$ cat src/rtl/core/ipc_pkg.sv
// Shared constants, codes and types of the interrupt priority controller.
// No dependencies; used by ipc_ctrl, ipc_datapath and the top level.
`default_nettype none

package ipc_pkg;

   // Source map
   localparam int SOURCE_COUNT   = 128;
   localparam int MASKABLE_FIRST = 4;
   localparam int MANAGED_BASE   = 4;
   localparam int SOFTWARE_FIRST = 64;

   localparam int SRC_W   = $clog2(SOURCE_COUNT);
   localparam int KIND_W  = 4;
   localparam int INDEX_W = 6;
   localparam int LEVEL_W = 2;
   localparam int REG_W   = 16;
   localparam int BIT_W   = $clog2(REG_W);
   // wide enough for every source number, base offset and software sum
   localparam int POS_W   = 8;

   // Priority search runs in groups of sixteen flags
   localparam int GROUP_W     = 16;
   localparam int OFFSET_W    = $clog2(GROUP_W);
   localparam int GROUP_COUNT = (SOURCE_COUNT + GROUP_W - 1) / GROUP_W;
   localparam int GROUP_IDX_W = (GROUP_COUNT > 1) ? $clog2(GROUP_COUNT) : 1;
   localparam int PAD_W       = GROUP_COUNT * GROUP_W;

   localparam logic [SRC_W-1:0] SRC_RESET = SRC_W'(0);
   localparam logic [SRC_W-1:0] SRC_BREAK = SRC_W'(1);
   localparam logic [SRC_W-1:0] SRC_NMI   = SRC_W'(2);
   localparam logic [SRC_W-1:0] SRC_EMU   = SRC_W'(3);

   localparam logic [LEVEL_W-1:0] LEVEL_RESET    = 2'd0;
   localparam logic [LEVEL_W-1:0] LEVEL_NORMAL   = 2'd1;
   localparam logic [LEVEL_W-1:0] LEVEL_HIGH     = 2'd2;
   localparam logic [LEVEL_W-1:0] LEVEL_EMULATOR = 2'd3;

   typedef enum logic [KIND_W-1:0] {
      KIND_TICK          = 4'd0,
      KIND_RESET         = 4'd1,
      KIND_BREAK         = 4'd2,
      KIND_NMI           = 4'd3,
      KIND_EMULATOR      = 4'd4,
      KIND_MASKABLE      = 4'd5,
      KIND_SOFTWARE      = 4'd6,
      KIND_HALT          = 4'd7,
      KIND_STOP          = 4'd8,
      KIND_WRITE_MASK    = 4'd9,
      KIND_WRITE_PENDING = 4'd10,
      KIND_READ_MASK     = 4'd11,
      KIND_READ_PENDING  = 4'd12
   } kind_type;

   typedef enum logic [1:0] {
      MODE_RUN  = 2'd0,
      MODE_HALT = 2'd1,
      MODE_STOP = 2'd2
   } run_mode_type;

   typedef enum logic [1:0] {
      ST_IDLE,
      ST_SCAN,
      ST_EXEC
   } state_type;

   typedef struct packed {
      logic latch;
      logic scan;
      logic exec;
   } dp_cmd_type;

endpackage

`default_nettype wire

$ cat src/rtl/core/ipc_ctrl.sv
// Sequencer of the interrupt priority controller: accept, scan, execute.
// Depends on ipc_pkg; drives the ipc_datapath command struct.
`default_nettype none

module ipc_ctrl (
   input  wire logic               clock,
   input  wire logic               reset,
   input  wire logic               req_valid,
   output logic                    req_ready,
   output logic                    rsp_valid,
   input  wire logic               rsp_ready,
   output ipc_pkg::dp_cmd_type     cmd
);

   ipc_pkg::state_type state_ff, state_in;
   logic               rsp_valid_ff, rsp_valid_in;

   always_ff @(posedge clock) begin
      if (reset) begin
         state_ff     <= ipc_pkg::ST_IDLE;
         rsp_valid_ff <= 1'b0;
      end else begin
         state_ff     <= state_in;
         rsp_valid_ff <= rsp_valid_in;
      end
   end

   always_comb begin
      state_in  = state_ff;
      req_ready = 1'b0;
      cmd       = '0;
      unique case (state_ff)
         ipc_pkg::ST_IDLE: begin
            req_ready = 1'b1;
            cmd.latch = req_valid;
            if (req_valid) begin
               state_in = ipc_pkg::ST_SCAN;
            end
         end
         ipc_pkg::ST_SCAN: begin
            cmd.scan = 1'b1;
            state_in = ipc_pkg::ST_EXEC;
         end
         ipc_pkg::ST_EXEC: begin
            // hold until the result register is free
            if (!rsp_valid_ff || rsp_ready) begin
               cmd.exec = 1'b1;
               state_in = ipc_pkg::ST_IDLE;
            end
         end
         default: begin
            state_in = ipc_pkg::ST_IDLE;
         end
      endcase

      if (cmd.exec) begin
         rsp_valid_in = 1'b1;
      end else if (rsp_ready) begin
         rsp_valid_in = 1'b0;
      end else begin
         rsp_valid_in = rsp_valid_ff;
      end
   end

   assign rsp_valid = rsp_valid_ff;

`ifndef SYNTHESIS
   a_accept_to_scan: assert property (@(posedge clock) disable iff (reset)
      (req_valid && req_ready) |=> (state_ff == ipc_pkg::ST_SCAN))
      else $error("accepted beat did not enter the scan step");

   a_rsp_from_exec: assert property (@(posedge clock) disable iff (reset)
      $rose(rsp_valid_ff) |-> $past(cmd.exec))
      else $error("result became valid without an execute step");

   a_stall_holds_exec: assert property (@(posedge clock) disable iff (reset)
      (state_ff == ipc_pkg::ST_EXEC && rsp_valid_ff && !rsp_ready)
      |=> (state_ff == ipc_pkg::ST_EXEC))
      else $error("execute step left while the result register was full");
`endif

endmodule

`default_nettype wire

$ cat src/rtl/core/ipc_datapath.sv
// Datapath of the interrupt priority controller: source flags, mask, pending,
// run mode, grouped priority search and the result register. Depends on ipc_pkg.
`default_nettype none

module ipc_datapath (
   input  wire logic                             clock,
   input  wire logic                             reset,
   input  wire ipc_pkg::dp_cmd_type              cmd,
   input  wire logic [ipc_pkg::KIND_W-1:0]       req_kind,
   input  wire logic [ipc_pkg::INDEX_W-1:0]      req_irq_index,
   input  wire logic [ipc_pkg::LEVEL_W-1:0]      req_cpu_level,
   input  wire logic                             req_master_enable,
   input  wire logic [ipc_pkg::REG_W-1:0]        req_write_data,
   output logic                                  rsp_accepted,
   output logic [ipc_pkg::SRC_W-1:0]             rsp_accept_index,
   output logic [ipc_pkg::LEVEL_W-1:0]           rsp_accept_level,
   output logic                                  rsp_raise_cpu,
   output logic                                  rsp_chip_reset,
   output logic                                  rsp_cpu_step,
   output logic [ipc_pkg::REG_W-1:0]             rsp_read_data,
   output logic                                  rsp_level_error
);

   localparam int GC  = ipc_pkg::GROUP_COUNT;
   localparam int GW  = ipc_pkg::GROUP_W;
   localparam int OW  = ipc_pkg::OFFSET_W;
   localparam int GIW = ipc_pkg::GROUP_IDX_W;
   localparam int PW  = ipc_pkg::POS_W;
   localparam int SW  = ipc_pkg::SRC_W;

   // Latched beat
   logic [ipc_pkg::KIND_W-1:0]  kind_ff;
   logic [ipc_pkg::INDEX_W-1:0] index_ff;
   logic [ipc_pkg::LEVEL_W-1:0] level_ff;
   logic                        enable_ff;
   logic [ipc_pkg::REG_W-1:0]   data_ff;

   // Architectural state
   logic [ipc_pkg::SOURCE_COUNT-1:0] active_ff, active_in;
   logic [ipc_pkg::REG_W-1:0]        mask_ff, mask_in;
   logic [ipc_pkg::REG_W-1:0]        pend_ff, pend_in;
   ipc_pkg::run_mode_type            mode_ff, mode_in;

   // First search stage, one entry per group
   logic [GC-1:0]         sw_any_ff, sw_any_in;
   logic [GC-1:0]         mk_any_ff, mk_any_in;
   logic [GC-1:0][OW-1:0] sw_off_ff, sw_off_in;
   logic [GC-1:0][OW-1:0] mk_off_ff, mk_off_in;

   logic [ipc_pkg::PAD_W-1:0] active_pad, sw_vec, mk_vec;
   logic [GW-1:0]             grp_bits, grp_low;

   // Second search stage
   logic [GC-1:0]       sw_gsel, mk_gsel;
   logic [GIW-1:0]      sw_gidx, mk_gidx;
   logic [GIW+OW-1:0]   sw_pos, mk_pos;
   logic [SW-1:0]       sw_idx, mk_idx;
   logic                sw_found, mk_found;

   // Execute step
   logic                        found, maskable, deliver, level_err;
   logic [SW-1:0]               sel;
   logic [ipc_pkg::LEVEL_W-1:0] lvl;
   logic [PW-1:0]               bit_diff, soft_num;
   logic                        bit_ok;
   logic [ipc_pkg::BIT_W-1:0]   bit_pos;
   logic                        chip_rst, step;
   logic [ipc_pkg::REG_W-1:0]   rd_data;

   always_ff @(posedge clock) begin
      if (cmd.latch) begin
         kind_ff   <= req_kind;
         index_ff  <= req_irq_index;
         level_ff  <= req_cpu_level;
         enable_ff <= req_master_enable;
         data_ff   <= req_write_data;
      end
   end

   // Group search: isolate the lowest set flag of each group, then encode
   always_comb begin
      active_pad = ipc_pkg::PAD_W'(active_ff);
      for (int i = 0; i < ipc_pkg::PAD_W; i++) begin
         sw_vec[i] = active_pad[i] && (i >= ipc_pkg::SOFTWARE_FIRST)
                     && (i < ipc_pkg::SOURCE_COUNT);
         mk_vec[i] = active_pad[i] && (i >= ipc_pkg::MASKABLE_FIRST)
                     && (i < ipc_pkg::SOFTWARE_FIRST) && (i < ipc_pkg::SOURCE_COUNT);
      end
      sw_any_in = '0;
      mk_any_in = '0;
      sw_off_in = '0;
      mk_off_in = '0;
      grp_bits  = '0;
      grp_low   = '0;
      for (int g = 0; g < GC; g++) begin
         grp_bits     = sw_vec[g*GW +: GW];
         grp_low      = grp_bits & (~grp_bits + GW'(1));
         sw_any_in[g] = |grp_bits;
         for (int b = 0; b < GW; b++) begin
            if (grp_low[b]) sw_off_in[g] = sw_off_in[g] | OW'(b);
         end
         grp_bits     = mk_vec[g*GW +: GW];
         grp_low      = grp_bits & (~grp_bits + GW'(1));
         mk_any_in[g] = |grp_bits;
         for (int b = 0; b < GW; b++) begin
            if (grp_low[b]) mk_off_in[g] = mk_off_in[g] | OW'(b);
         end
      end
   end

   always_ff @(posedge clock) begin
      if (cmd.scan) begin
         sw_any_ff <= sw_any_in;
         mk_any_ff <= mk_any_in;
         sw_off_ff <= sw_off_in;
         mk_off_ff <= mk_off_in;
      end
   end

   // Lowest group with a hit
   always_comb begin
      sw_gsel = sw_any_ff & (~sw_any_ff + GC'(1));
      mk_gsel = mk_any_ff & (~mk_any_ff + GC'(1));
      sw_gidx = '0;
      mk_gidx = '0;
      for (int g = 0; g < GC; g++) begin
         if (sw_gsel[g]) sw_gidx = sw_gidx | GIW'(g);
         if (mk_gsel[g]) mk_gidx = mk_gidx | GIW'(g);
      end
      sw_found = |sw_any_ff;
      mk_found = |mk_any_ff;
      sw_pos   = {sw_gidx, sw_off_ff[sw_gidx]};
      mk_pos   = {mk_gidx, mk_off_ff[mk_gidx]};
      sw_idx   = SW'(sw_pos);
      mk_idx   = SW'(mk_pos);
   end

   // Execute the latched beat
   always_comb begin
      active_in = active_ff;
      mask_in   = mask_ff;
      pend_in   = pend_ff;
      mode_in   = mode_ff;
      found     = 1'b0;
      maskable  = 1'b0;
      deliver   = 1'b0;
      level_err = 1'b0;
      sel       = '0;
      lvl       = '0;
      chip_rst  = 1'b0;
      step      = 1'b0;
      rd_data   = '0;
      bit_diff  = PW'(mk_idx) - PW'(ipc_pkg::MANAGED_BASE);
      bit_ok    = (PW'(mk_idx) >= PW'(ipc_pkg::MANAGED_BASE))
                  && (bit_diff < PW'(ipc_pkg::REG_W));
      bit_pos   = bit_diff[ipc_pkg::BIT_W-1:0];
      soft_num  = PW'(ipc_pkg::SOFTWARE_FIRST) + PW'(index_ff);

      if (cmd.exec) begin
         unique case (ipc_pkg::kind_type'(kind_ff))
            ipc_pkg::KIND_TICK: begin
               found = 1'b1;
               priority if (active_ff[ipc_pkg::SRC_RESET]) begin
                  sel = ipc_pkg::SRC_RESET;
                  lvl = ipc_pkg::LEVEL_RESET;
               end else if (sw_found) begin
                  sel       = sw_idx;
                  lvl       = ipc_pkg::LEVEL_NORMAL;
                  level_err = (level_ff > 2'd1);
               end else if (active_ff[ipc_pkg::SRC_EMU]) begin
                  sel = ipc_pkg::SRC_EMU;
                  lvl = ipc_pkg::LEVEL_EMULATOR;
               end else if (active_ff[ipc_pkg::SRC_BREAK]) begin
                  sel = ipc_pkg::SRC_BREAK;
                  lvl = ipc_pkg::LEVEL_HIGH;
               end else if (active_ff[ipc_pkg::SRC_NMI] && level_ff <= 2'd2) begin
                  sel = ipc_pkg::SRC_NMI;
                  lvl = ipc_pkg::LEVEL_HIGH;
               end else if (mk_found && level_ff <= 2'd1) begin
                  sel      = mk_idx;
                  lvl      = ipc_pkg::LEVEL_NORMAL;
                  maskable = 1'b1;
               end else begin
                  found = 1'b0;
               end
               deliver = found;
               if (maskable) begin
                  deliver = 1'b0;
                  if (bit_ok && mask_ff[bit_pos]) begin
                     pend_in[bit_pos] = 1'b1;
                     deliver          = enable_ff;
                  end
               end
               if (found) begin
                  active_in[sel] = 1'b0;
                  mode_in        = ipc_pkg::MODE_RUN;
               end
               step = found || (mode_ff == ipc_pkg::MODE_RUN);
            end
            ipc_pkg::KIND_RESET: begin
               chip_rst = 1'b1;
            end
            ipc_pkg::KIND_BREAK: begin
               if (level_ff > 2'd1) begin
                  chip_rst = 1'b1;
               end else begin
                  active_in[ipc_pkg::SRC_BREAK] = 1'b1;
               end
            end
            ipc_pkg::KIND_NMI: begin
               active_in[ipc_pkg::SRC_NMI] = 1'b1;
            end
            ipc_pkg::KIND_EMULATOR: begin
               active_in[ipc_pkg::SRC_EMU] = 1'b1;
            end
            ipc_pkg::KIND_MASKABLE: begin
               // drop raises outside the maskable range
               if (PW'(index_ff) >= PW'(ipc_pkg::MASKABLE_FIRST)
                   && PW'(index_ff) < PW'(ipc_pkg::SOFTWARE_FIRST)
                   && PW'(index_ff) < PW'(ipc_pkg::SOURCE_COUNT)) begin
                  active_in[SW'(index_ff)] = 1'b1;
               end
            end
            ipc_pkg::KIND_SOFTWARE: begin
               if (soft_num < PW'(ipc_pkg::SOURCE_COUNT)) begin
                  active_in[SW'(soft_num)] = 1'b1;
               end
            end
            ipc_pkg::KIND_HALT: begin
               mode_in = ipc_pkg::MODE_HALT;
            end
            ipc_pkg::KIND_STOP: begin
               mode_in = ipc_pkg::MODE_STOP;
            end
            ipc_pkg::KIND_WRITE_MASK: begin
               mask_in = data_ff;
            end
            ipc_pkg::KIND_WRITE_PENDING: begin
               pend_in = data_ff;
            end
            ipc_pkg::KIND_READ_MASK: begin
               rd_data = mask_ff;
            end
            ipc_pkg::KIND_READ_PENDING: begin
               rd_data = pend_ff;
            end
            default: begin
            end
         endcase

         if (chip_rst) begin
            active_in                     = '0;
            active_in[ipc_pkg::SRC_RESET] = 1'b1;
            mask_in                       = '0;
            pend_in                       = '0;
            mode_in                       = ipc_pkg::MODE_RUN;
         end
      end
   end

   always_ff @(posedge clock) begin
      if (reset) begin
         active_ff                     <= '0;
         active_ff[ipc_pkg::SRC_RESET] <= 1'b1;
         mask_ff                       <= '0;
         pend_ff                       <= '0;
         mode_ff                       <= ipc_pkg::MODE_RUN;
      end else begin
         active_ff <= active_in;
         mask_ff   <= mask_in;
         pend_ff   <= pend_in;
         mode_ff   <= mode_in;
      end
   end

   // Result register
   always_ff @(posedge clock) begin
      if (cmd.exec) begin
         rsp_accepted     <= found;
         rsp_accept_index <= found ? sel : '0;
         rsp_accept_level <= found ? lvl : '0;
         rsp_raise_cpu    <= deliver;
         rsp_chip_reset   <= chip_rst;
         rsp_cpu_step     <= step;
         rsp_read_data    <= rd_data;
         rsp_level_error  <= level_err;
      end
   end

`ifndef SYNTHESIS
   a_reset_restores: assert property (@(posedge clock) disable iff (reset)
      (cmd.exec && kind_ff == ipc_pkg::KIND_RESET)
      |=> (active_ff[ipc_pkg::SRC_RESET] && mask_ff == '0 && pend_ff == '0))
      else $error("reset beat did not restore the reset state");

   a_flags_need_accept: assert property (@(posedge clock) disable iff (reset)
      cmd.exec |=> ((!rsp_level_error && !rsp_raise_cpu) || rsp_accepted))
      else $error("delivery or level error reported without an accepted source");

   a_idle_tick_keeps: assert property (@(posedge clock) disable iff (reset)
      (cmd.exec && kind_ff == ipc_pkg::KIND_TICK)
      |=> (rsp_accepted || active_ff == $past(active_ff)))
      else $error("tick without acceptance changed the source flags");
`endif

endmodule

`default_nettype wire

$ cat src/rtl/core/interrupt_priority_controller.sv
// Top level of the interrupt priority controller.
// Depends on ipc_pkg, ipc_ctrl and ipc_datapath.
`default_nettype none

// Interrupt acceptance unit. Each request beat raises a source, changes the
// run mode, reads or writes the 16-bit mask and pending registers, or ticks;
// every beat returns exactly one response beat. A tick accepts at most one
// active source by fixed priority: reset, lowest software source, emulator,
// break, nonmaskable (CPU level at most 2), lowest maskable source (CPU level
// at most 1), and reports its number, level and whether it reaches the CPU.
// A reset beat, or a break beat at CPU level above 1, resets the whole unit
// and sets chip_reset in its response. Each beat passes through the accept,
// group search and execute steps before its response becomes valid, and the
// next beat is taken only after the previous one leaves its execute step. The
// steps follow from the two-step priority search over the 128 source flags:
// the first step finds the lowest flag in each group of sixteen and
// registers it, the second picks the lowest group and updates the state. A
// new beat is taken while the previous response still waits in the output
// register; a stalled response holds the next beat in its execute step.
module interrupt_priority_controller (
   input  wire logic                          clock,
   input  wire logic                          reset,
   input  wire logic                          req_valid,
   output logic                               req_ready,
   input  wire logic [ipc_pkg::KIND_W-1:0]    req_kind,
   input  wire logic [ipc_pkg::INDEX_W-1:0]   req_irq_index,
   input  wire logic [ipc_pkg::LEVEL_W-1:0]   req_cpu_level,
   input  wire logic                          req_master_enable,
   input  wire logic [ipc_pkg::REG_W-1:0]     req_write_data,
   output logic                               rsp_valid,
   input  wire logic                          rsp_ready,
   output logic                               rsp_accepted,
   output logic [ipc_pkg::SRC_W-1:0]          rsp_accept_index,
   output logic [ipc_pkg::LEVEL_W-1:0]        rsp_accept_level,
   output logic                               rsp_raise_cpu,
   output logic                               rsp_chip_reset,
   output logic                               rsp_cpu_step,
   output logic [ipc_pkg::REG_W-1:0]          rsp_read_data,
   output logic                               rsp_level_error
);

   // Commands from the sequencer: latch the beat, run the group search,
   // execute and load the response register.
   ipc_pkg::dp_cmd_type cmd;

   ipc_ctrl u_ctrl (
      .clock     (clock),
      .reset     (reset),
      .req_valid (req_valid),
      .req_ready (req_ready),
      .rsp_valid (rsp_valid),
      .rsp_ready (rsp_ready),
      .cmd       (cmd)
   );

   // Flags, registers, run mode, priority search and response fields
   ipc_datapath u_datapath (
      .clock             (clock),
      .reset             (reset),
      .cmd               (cmd),
      .req_kind          (req_kind),
      .req_irq_index     (req_irq_index),
      .req_cpu_level     (req_cpu_level),
      .req_master_enable (req_master_enable),
      .req_write_data    (req_write_data),
      .rsp_accepted      (rsp_accepted),
      .rsp_accept_index  (rsp_accept_index),
      .rsp_accept_level  (rsp_accept_level),
      .rsp_raise_cpu     (rsp_raise_cpu),
      .rsp_chip_reset    (rsp_chip_reset),
      .rsp_cpu_step      (rsp_cpu_step),
      .rsp_read_data     (rsp_read_data),
      .rsp_level_error   (rsp_level_error)
   );

endmodule

`default_nettype wire

$ cat config.mk
export PLATFORM = sky130hd
export DESIGN_NAME = interrupt_priority_controller
export DESIGN_NICKNAME = d
export VERILOG_FILES = /design/src/rtl/core/ipc_pkg.sv /design/src/rtl/core/ipc_ctrl.sv /design/src/rtl/core/ipc_datapath.sv /design/src/rtl/core/interrupt_priority_controller.sv
export SDC_FILE = /design/constraint.sdc
export NUM_CORES = 1
export LEC_CHECK = 0
export ABC_AREA = 0
export CAP_MARGIN = 40
export CORE_MARGIN = 4
export CORE_UTILIZATION = 30
export CTS_CLUSTER_SIZE = 10
export DETAILED_ROUTE_END_ITERATION = 8
export DONT_BUFFER_PORTS = 1
export SYNTH_ARGS = -nofsm -noshare
export SYNTH_HDL_FRONTEND = slang
export SYNTH_SLANG_ARGS = --single-unit
$ cat constraint.sdc
create_clock -name clock -period 9.5 [get_ports clock]
set_input_delay 1.9 -clock clock [delete_from_list [all_inputs] [get_ports clock]]
set_output_delay 1.9 -clock clock [all_outputs]
set_load 0.005 [all_outputs]
Word-level counts from Yosys, hierarchy flattened --
Cells that the tools add are included.
Storage, ports and cells: word-level logic and storage cells 385, output and inout bits 32, register bits 264
Operators by class: order comparisons 17, muxes and demuxes 181, bitwise gates (word level) 28, reductions and logical operators 68, equality and inequality tests 22, add/subtract/negate cells 12
Operators with widths (number):
- $mux 128 | 4
- $pmux 124 s3 | 1
- $add 16x1->16 const B | 8
- $and 128x128->128 | 1
- $and 16x16->16 | 8
- $not 128->128 | 1
- $not 16->16 | 8
- $or 128x128->128 | 1
- $or 128x64->128 | 1
- $mux 3 | 40
- $reduce_or 16->1 | 7
- $mux 2 | 43
- $mux 16 | 5
- $pmux 16 s2 | 2
- $reduce_or 8->1 | 8
- $mux 1 | 62
- $mux 7 | 8
- $reduce_or 4->1 | 10
- $bmux 4 s3 | 2
- $eq 4x4->1 const B | 5
- $add 8x1->8 const B | 2
- $eq 4x3->1 const B | 4
- $lt 7x8->1 const B | 2
- $or 16x16->16 | 1
- 55 further kinds | 94

Depth between registers and ports, before layout --
Gate-level depths: netlist of run 1.
word-level depth 29, gate-level depth with buffers 12

Cells and area by module --
Synthesis of run 1 repeated with hierarchy kept, for this count alone.
Second synthesis, totals: cells, all modules 1730, area, all modules 14362.5 um^2
By module, submodules not included:
- ipc_datapath | area each 14216.1 um^2, cells each 1716, instances 1
- ipc_ctrl | area each 146.4 um^2, cells each 14, instances 1

Worst setup path before layout of run 1 --
No wires, ideal clock.
path type input port to flip-flop, from in rsp_ready, to reg u_datapath.active_ff[48] in the netlist's numbering, path buffers 0, required time 9.409 ns, library setup time 0.091 ns, setup slack 5.042 ns, arrival time 4.367 ns, cell stages on the path 9, cells stage by stage nand2b_1 -> nand2_1 -> inv_1 -> o21ai_0 -> a211oi_2 -> nand2_1 -> nor2_1 -> a21oi_1 -> a311oi_1
RTL lines:
- start: declaration | RTL line interrupt_priority_controller.sv:31 | input wire logic rsp_ready,
- end signal: assignment | RTL line ipc_datapath.sv:269 | active_ff <= active_in;
- end: declaration | RTL line ipc_datapath.sv:39 | logic [ipc_pkg::SOURCE_COUNT-1:0] active_ff, active_in;

==> results.cfg, run 1 <==
[status]
outcome = completed

[power_and_ir_drop]
internal-power_mw = 1.871
switching_power_uw = 578.2
ir_drop_v = 0.0001418
p_comb_share_pct = 5.1
p_leak_nw = 5.018
p_per_area_nw_per_um2 = 170.0
power_frac_seq_pct = 49.5
switching_share_pct = 23.61
clockPowerShare_pct = 45.4

[logic_synthesis]
synth_seq_cells = 264
synth_top_area_cell = dfxtp_1
yosysMostFrequentCell = dfxtp_1
synth_top_cells_by_area = dfxtp_1, edfxtp_1, a21oi_1, nor2_1, o21ai_0
yosys-top-cells-count = dfxtp_1, nor2_1, a21oi_1, nand2_1, o21ai_0
syn_inst = 1444
async_reset_ff_share_pct = 0
synth_top_area_share_pct = 25.69
synth_nets = 1479
synth_edf_count = 99
synth_ff_type = dfxtp_1
yosysWarningCount = 0
ys_types = 80
syn_avg_cell_area_um2 = 8.905
synthesis.area_um2 = 12860
ys_seq_area_share_pct = 48.81

[clock_tree]
cts_buffers = 31
clkSinkCount = 264
clk_latency_ns = 0.57
tritoncts = yes
cts_resized = 0
cts_setup_buffers = 0
cts_hold_buf = 0
root_buffer = clkbuf_16
clk_pin_slew_worst_paths_ns = 0.06
cts_buffer_depth = 3
htreeDepth = 1

[worst_setup_path]
cp_max_fo = 20
required_ns = 9.95
start_kind = primary input
critical_path_class = primary input to flop
worst-r2r-cell-count = 10
crit_arrival_ns = 4.91
cp-end-kind = flop

[global_route]
antenna_found_initial = 6
gr-total-overflow = 0
grtUsageTotal_pct = 18.13
met2_usage_pct = 29.09
grt_pass1_wl_um = 66710
gr-usage-met3_pct = 3.757
met1_usage_pct = 24.07
grt_start_max_net_pins = 54
grt_busiest_layer = met2
first_global_vias = 10970

[timing]
post-route-min-period_ns = 4.463
relSlewSlack_pct = 39.60
worst_slew_pin_slew_ns = 0.9060
setup_viol = 0
layout_setup_ws_ns = 5.037
finalCritPeriodShare_pct = 46.98
fin_tns_setup_ns = 0
rsz0062_at_grt = no
final_hold_viol_count = 0
max_freq_mhz = 224.1
drv_slew = 0
clock_skew_ns = 0.02203

[layout]
area_growth_pct = 12.02
final_nets = 1461
drive_gt1_share_pct = 7.528
fin_area_um2 = 14400
final_cells = 1990

[floorplanning]
placementRows = 75
die_w_um = 215.0
dieArea_um2 = 46240
start_util_pct = 30.52
floorplan.core_area_um2 = 42130
io_pins = 65
die_height_um = 215.0

[placed_design]
dp_hpwl_um = 31320
placed_cell_area_um2 = 13460
dpl_worst_slack_ns = 4.517
port_buffers = 0
globalplace.congestion = 0.9438
dp.cells = 1932

[routing]
vias = 11830
drc = 0
drt_iter0_drc = 1053
drt_pass1_iterations = 6
drt-total-wl_um = 44160
wire_per_inst_um = 22.19
antenna_left = 0
vias_per_cell = 5.942

[run]
maxCapViolations = 0

[min_path]
hold_path_depth = 2
hp-class = flop to flop
-- power groups by stage --
| stage | logic (mW) | clock network, mW | registers, mW |
|---|---|---|---|
| after floorplan | 0.0892 | 0 | 1.22 |
| after CTS | 0.122 | 1.13 | 1.21 |
| after global placement | 0.119 | 0 | 1.24 |
| after detailed placement | 0.121 | 0 | 1.24 |
| after global routing | 0.132 | 1.18 | 1.22 |
| final | 0.124 | 1.11 | 1.21 |
-- through the flow --
stage / hold WS (ns) / total power, mW / util [%]
floorplan: 0.4272 / 1.311 / -
global placement: 0.4295 / 1.355 / 31.70
finish: 0.4465 / 2.449 / 34.19
detailed placement: 0.4402 / 1.358 / 31.95
global route: 0.4807 / 2.527 / 34.19
CTS: 0.4479 / 2.466 / 34.17
-- critical path, cell delays in order --
cell and delay (ns):
nand2b_1 0.10, nand2_1 0.30, inv_1 0.51, o311a_1 0.42, nand2_2 0.21, nand2_1 0.51
nand2_1 0.57, o311ai_1 0.25, o21ai_0 0.12
-- final cells by class --
class	instances	area [um^2]
well taps	539	674.4
multi-input cells	1058	6107
inverters	40	150.1
repair buffers	31	255.2
fillers	4263	27730
clock buffers	53	919.6
flip-flops and latches	264	6276
diodes	3	7.507
clock inverters	2	13.76
-- cells by family (layout without fill, tap and decap cells) --
group,Yosys count,after routing,synth area share [%]
buffers and inverters,122,126,4.019
adder cells (fa/ha/maj),2,2,0.1946
flip-flops,264,264,48.81
AO/OA/AOI/OAI,501,501,24.92
AND/OR/NAND/NOR,535,535,20.49
multiplexers,20,20,1.567
other,0,3,0
-- cells in the final DEF (no fill, tap or decap), types with 16 or more instances in the layout --
cell type	netlist	routed
buf_4	2	24
a211oi_1	49	49
a21oi_1	147	147
inv_1	40	40
o211ai_1	32	32
nand2_1	131	131
and3_1	18	18
o31ai_1	19	19
clkbuf_16	0	32
nor3_1	38	37
nor4_1	28	27
o21ai_0	117	117
nor2b_1	17	16
a31oi_1	28	28
a22o_1	20	20
mux2i_1	19	19
clkbuf_1	58	17
nor2_1	163	162
dfxtp_1	165	165
edfxtp_1	99	99
nand3_1	51	51
-- path summary, 6_finish.rpt --
path,start,end,slack [ns]
setup / recovery,rsp_ready,u_datapath.active_ff[116],5.04
hold reg to reg,u_datapath.mode_ff[1],u_datapath.mode_ff[1],0.45
hold / removal,u_datapath.mode_ff[1],u_datapath.mode_ff[1],0.45
setup reg to reg,u_datapath.mk_any_ff[1],u_datapath.pend_ff[12],5.54
-- state kept, by name, indices dropped and copies added, names as in the netlist, 6 cells and up --
name                         flops
u_datapath.active_ff           128
u_datapath.data_ff              16
u_datapath.index_ff              6
u_datapath.mask_ff              16
u_datapath.mk_off_ff            16
u_datapath.pend_ff              16
u_datapath.rsp_accept_index      7
u_datapath.rsp_read_data        16
u_datapath.sw_off_ff            16
-- per-layer routing --
layer | share of wire, % | vias to the layer above
li1 | - | 5380
met1 | 42 | 5677
met2 | 45 | 639
met3 | 9.0 | 123
met4 | 4.2 | 6
met5 | 0.068 | -
(Power assumes the default switching activity.)
==> run 2, diff against run 1 <==
==> constraint.sdc (replaced) <==
create_clock -name clock -period 4 [get_ports clock]
set_input_delay 0.8 -clock clock [delete_from_list [all_inputs] [get_ports clock]]
set_output_delay 0.8 -clock clock [all_outputs]
set_load 0.005 [all_outputs]
==> run 2 against run 1 <==
Effect of this change:
- clock skew shrank 0.012 ns
- wire length grew 2.2%
- via count shrank 0.17%
- final area grew 0.67%
- worst setup slack lost 4.5 ns
- core utilization grew 0.23 points
- non-clock buffer count grew 21
- critical endpoint is now u_datapath.pend_ff[11]
- highest routed layer is now met4
==> results.cfg, run 2 (synthesis gave the netlist of run 1 again) <==
[timing]
clock_skew_ns = 0.01046
fin_tns_setup_ns = 0
worst_slew_pin_slew_ns = 0.9815
drv_slew = 0
finalCritPeriodShare_pct = 86.15
post-route-min-period_ns = 3.446
final_hold_viol_count = 0
max_freq_mhz = 290.2
setup_viol = 0
relSlewSlack_pct = 33.71
rsz0062_at_grt = no

[floorplanning]
die_height_um = 215.0
die_w_um = 215.0
io_pins = 65
placementRows = 75
dieArea_um2 = 46240
start_util_pct = 30.52
floorplan.core_area_um2 = 42130

[power_and_ir_drop]
switching_share_pct = 23.60
internal-power_mw = 4.390
p_leak_nw = 5.101
ir_drop_v = 0.0002722
p_per_area_nw_per_um2 = 396.3
p_comb_share_pct = 5.5
clockPowerShare_pct = 44.5
power_frac_seq_pct = 50.0
switching_power_mw = 1.356

[routing]
drc = 0
vias_per_cell = 5.882
antenna_left = 0
drt-total-wl_um = 45130
wire_per_inst_um = 22.49
drt_iter0_drc = 1373
drt_pass1_iterations = 6
vias = 11810

[layout]
largest_reg_flops = 128
area_growth_pct = 12.77
final_nets = 1482
layout_common_cells = dfxtp_1, nor2_1, a21oi_1
largest-register = u_datapath.active_ff
fin_area_um2 = 14500
final_common_cell = dfxtp_1
drive_gt1_share_pct = 8.657
final_cells = 2007

[clock_tree]
cts_hold_buf = 0
cts_buffers = 31
htreeDepth = 1
clk_pin_slew_worst_paths_ns = 0.06
cts_buffer_depth = 3
clkSinkCount = 264
cts_resized = 0
clk_latency_ns = 0.57
root_buffer = clkbuf_16
cts_setup_buffers = 0
tritoncts = yes

[placed_design]
placed_cell_area_um2 = 13610
dp_hpwl_um = 32130
globalplace.congestion = 0.9352
port_buffers = 0
dp.cells = 1953

[run]
maxCapViolations = 0

[global_route]
first_global_vias = 11020
antenna_found_initial = 2
gr-total-overflow = 0
grt_pass1_wl_um = 68440
grtUsageTotal_pct = 18.73
grt_start_max_net_pins = 53

[status]
outcome = completed

[worst_setup_path]
required_ns = 4.49
cp_max_fo = 16
critical_path_class = flop to flop
start_kind = flop
cp-end-kind = flop
crit_arrival_ns = 3.94

[min_path]
hp-class = primary input to flop
[run 2: critical path, cell delays in order (launching register included)]
cell and delay (ns):
edfxtp_1 0.57, nor3b_1 0.22, nor3_1 0.40, nand2_1 0.24, inv_1 0.21, ha_1 0.34
a2111o_1 0.33, a21oi_1 0.25, a2111oi_4 0.08, a21oi_4 0.15, buf_4 0.32, mux2i_1 0.24
[run 2: worst paths after layout]
path | start | endpoint | slack [ns] | depth (start not counted)
max | u_datapath.mk_any_ff[1] | u_datapath.pend_ff[11] | 0.55 | 11
min | reset | u_datapath.mask_ff[14] | 0.30 | 1
max reg2reg | u_datapath.mk_any_ff[1] | u_datapath.pend_ff[11] | 0.55 | 11
min reg2reg | u_datapath.mode_ff[1] | u_datapath.mode_ff[1] | 0.45 | 2
[run 2: cell type report]
cell class / count / area [um^2]
Fill cell: 4281 / 27630
Sequential cell: 264 / 6276
Multi-Input combinational cell: 1058 / 6101
Clock buffer: 52 / 884.6
Tap cell: 539 / 674.4
Timing Repair Buffer: 52 / 406.6
Inverter: 40 / 150.1
Clock inverter: 1 / 5.005
Antenna cell: 1 / 2.502
[run 2: power by group through the flow]
| stage | Combinational [mW] | Sequential [mW] | Clock [mW] |
|---|---|---|---|
| 6_report | 0.315 | 2.87 | 2.56 |
| 5_1_grt | 0.335 | 2.88 | 2.72 |
| 4_1_cts | 0.309 | 2.87 | 2.62 |
| 3_5_place_dp | 0.307 | 2.93 | 0 |
| 3_3_place_gp | 0.299 | 2.93 | 0 |
| 2_1_floorplan | 0.212 | 2.90 | 0 |
[run 2: metrics by stage]
step / power, mW / hold slack (ns) / setup WS [ns] / utilization (%)
global route: 5.933 / 0.2790 / 0.3740 / 34.41
CTS: 5.798 / 0.2805 / 0.5692 / 34.41
finish: 5.746 / 0.3004 / 0.5539 / 34.41
global placement: 3.230 / 0.4320 / 0.5256 / 32.17
detailed placement: 3.237 / 0.4461 / 0.5933 / 32.30
floorplan: 3.114 / 0.4272 / 0.6418 / -
[run 2: metal layers]
layer | global-route usage [%] | vias to the layer above | routed length, um
li1 | - | 5423 | -
met1 | 25.04 | 5668 | 18860
met2 | 29.41 | 617 | 20270
met3 | 5.537 | 97 | 4770
met4 | 5.712 | 0 | 1233
met5 | 0 | - | 0
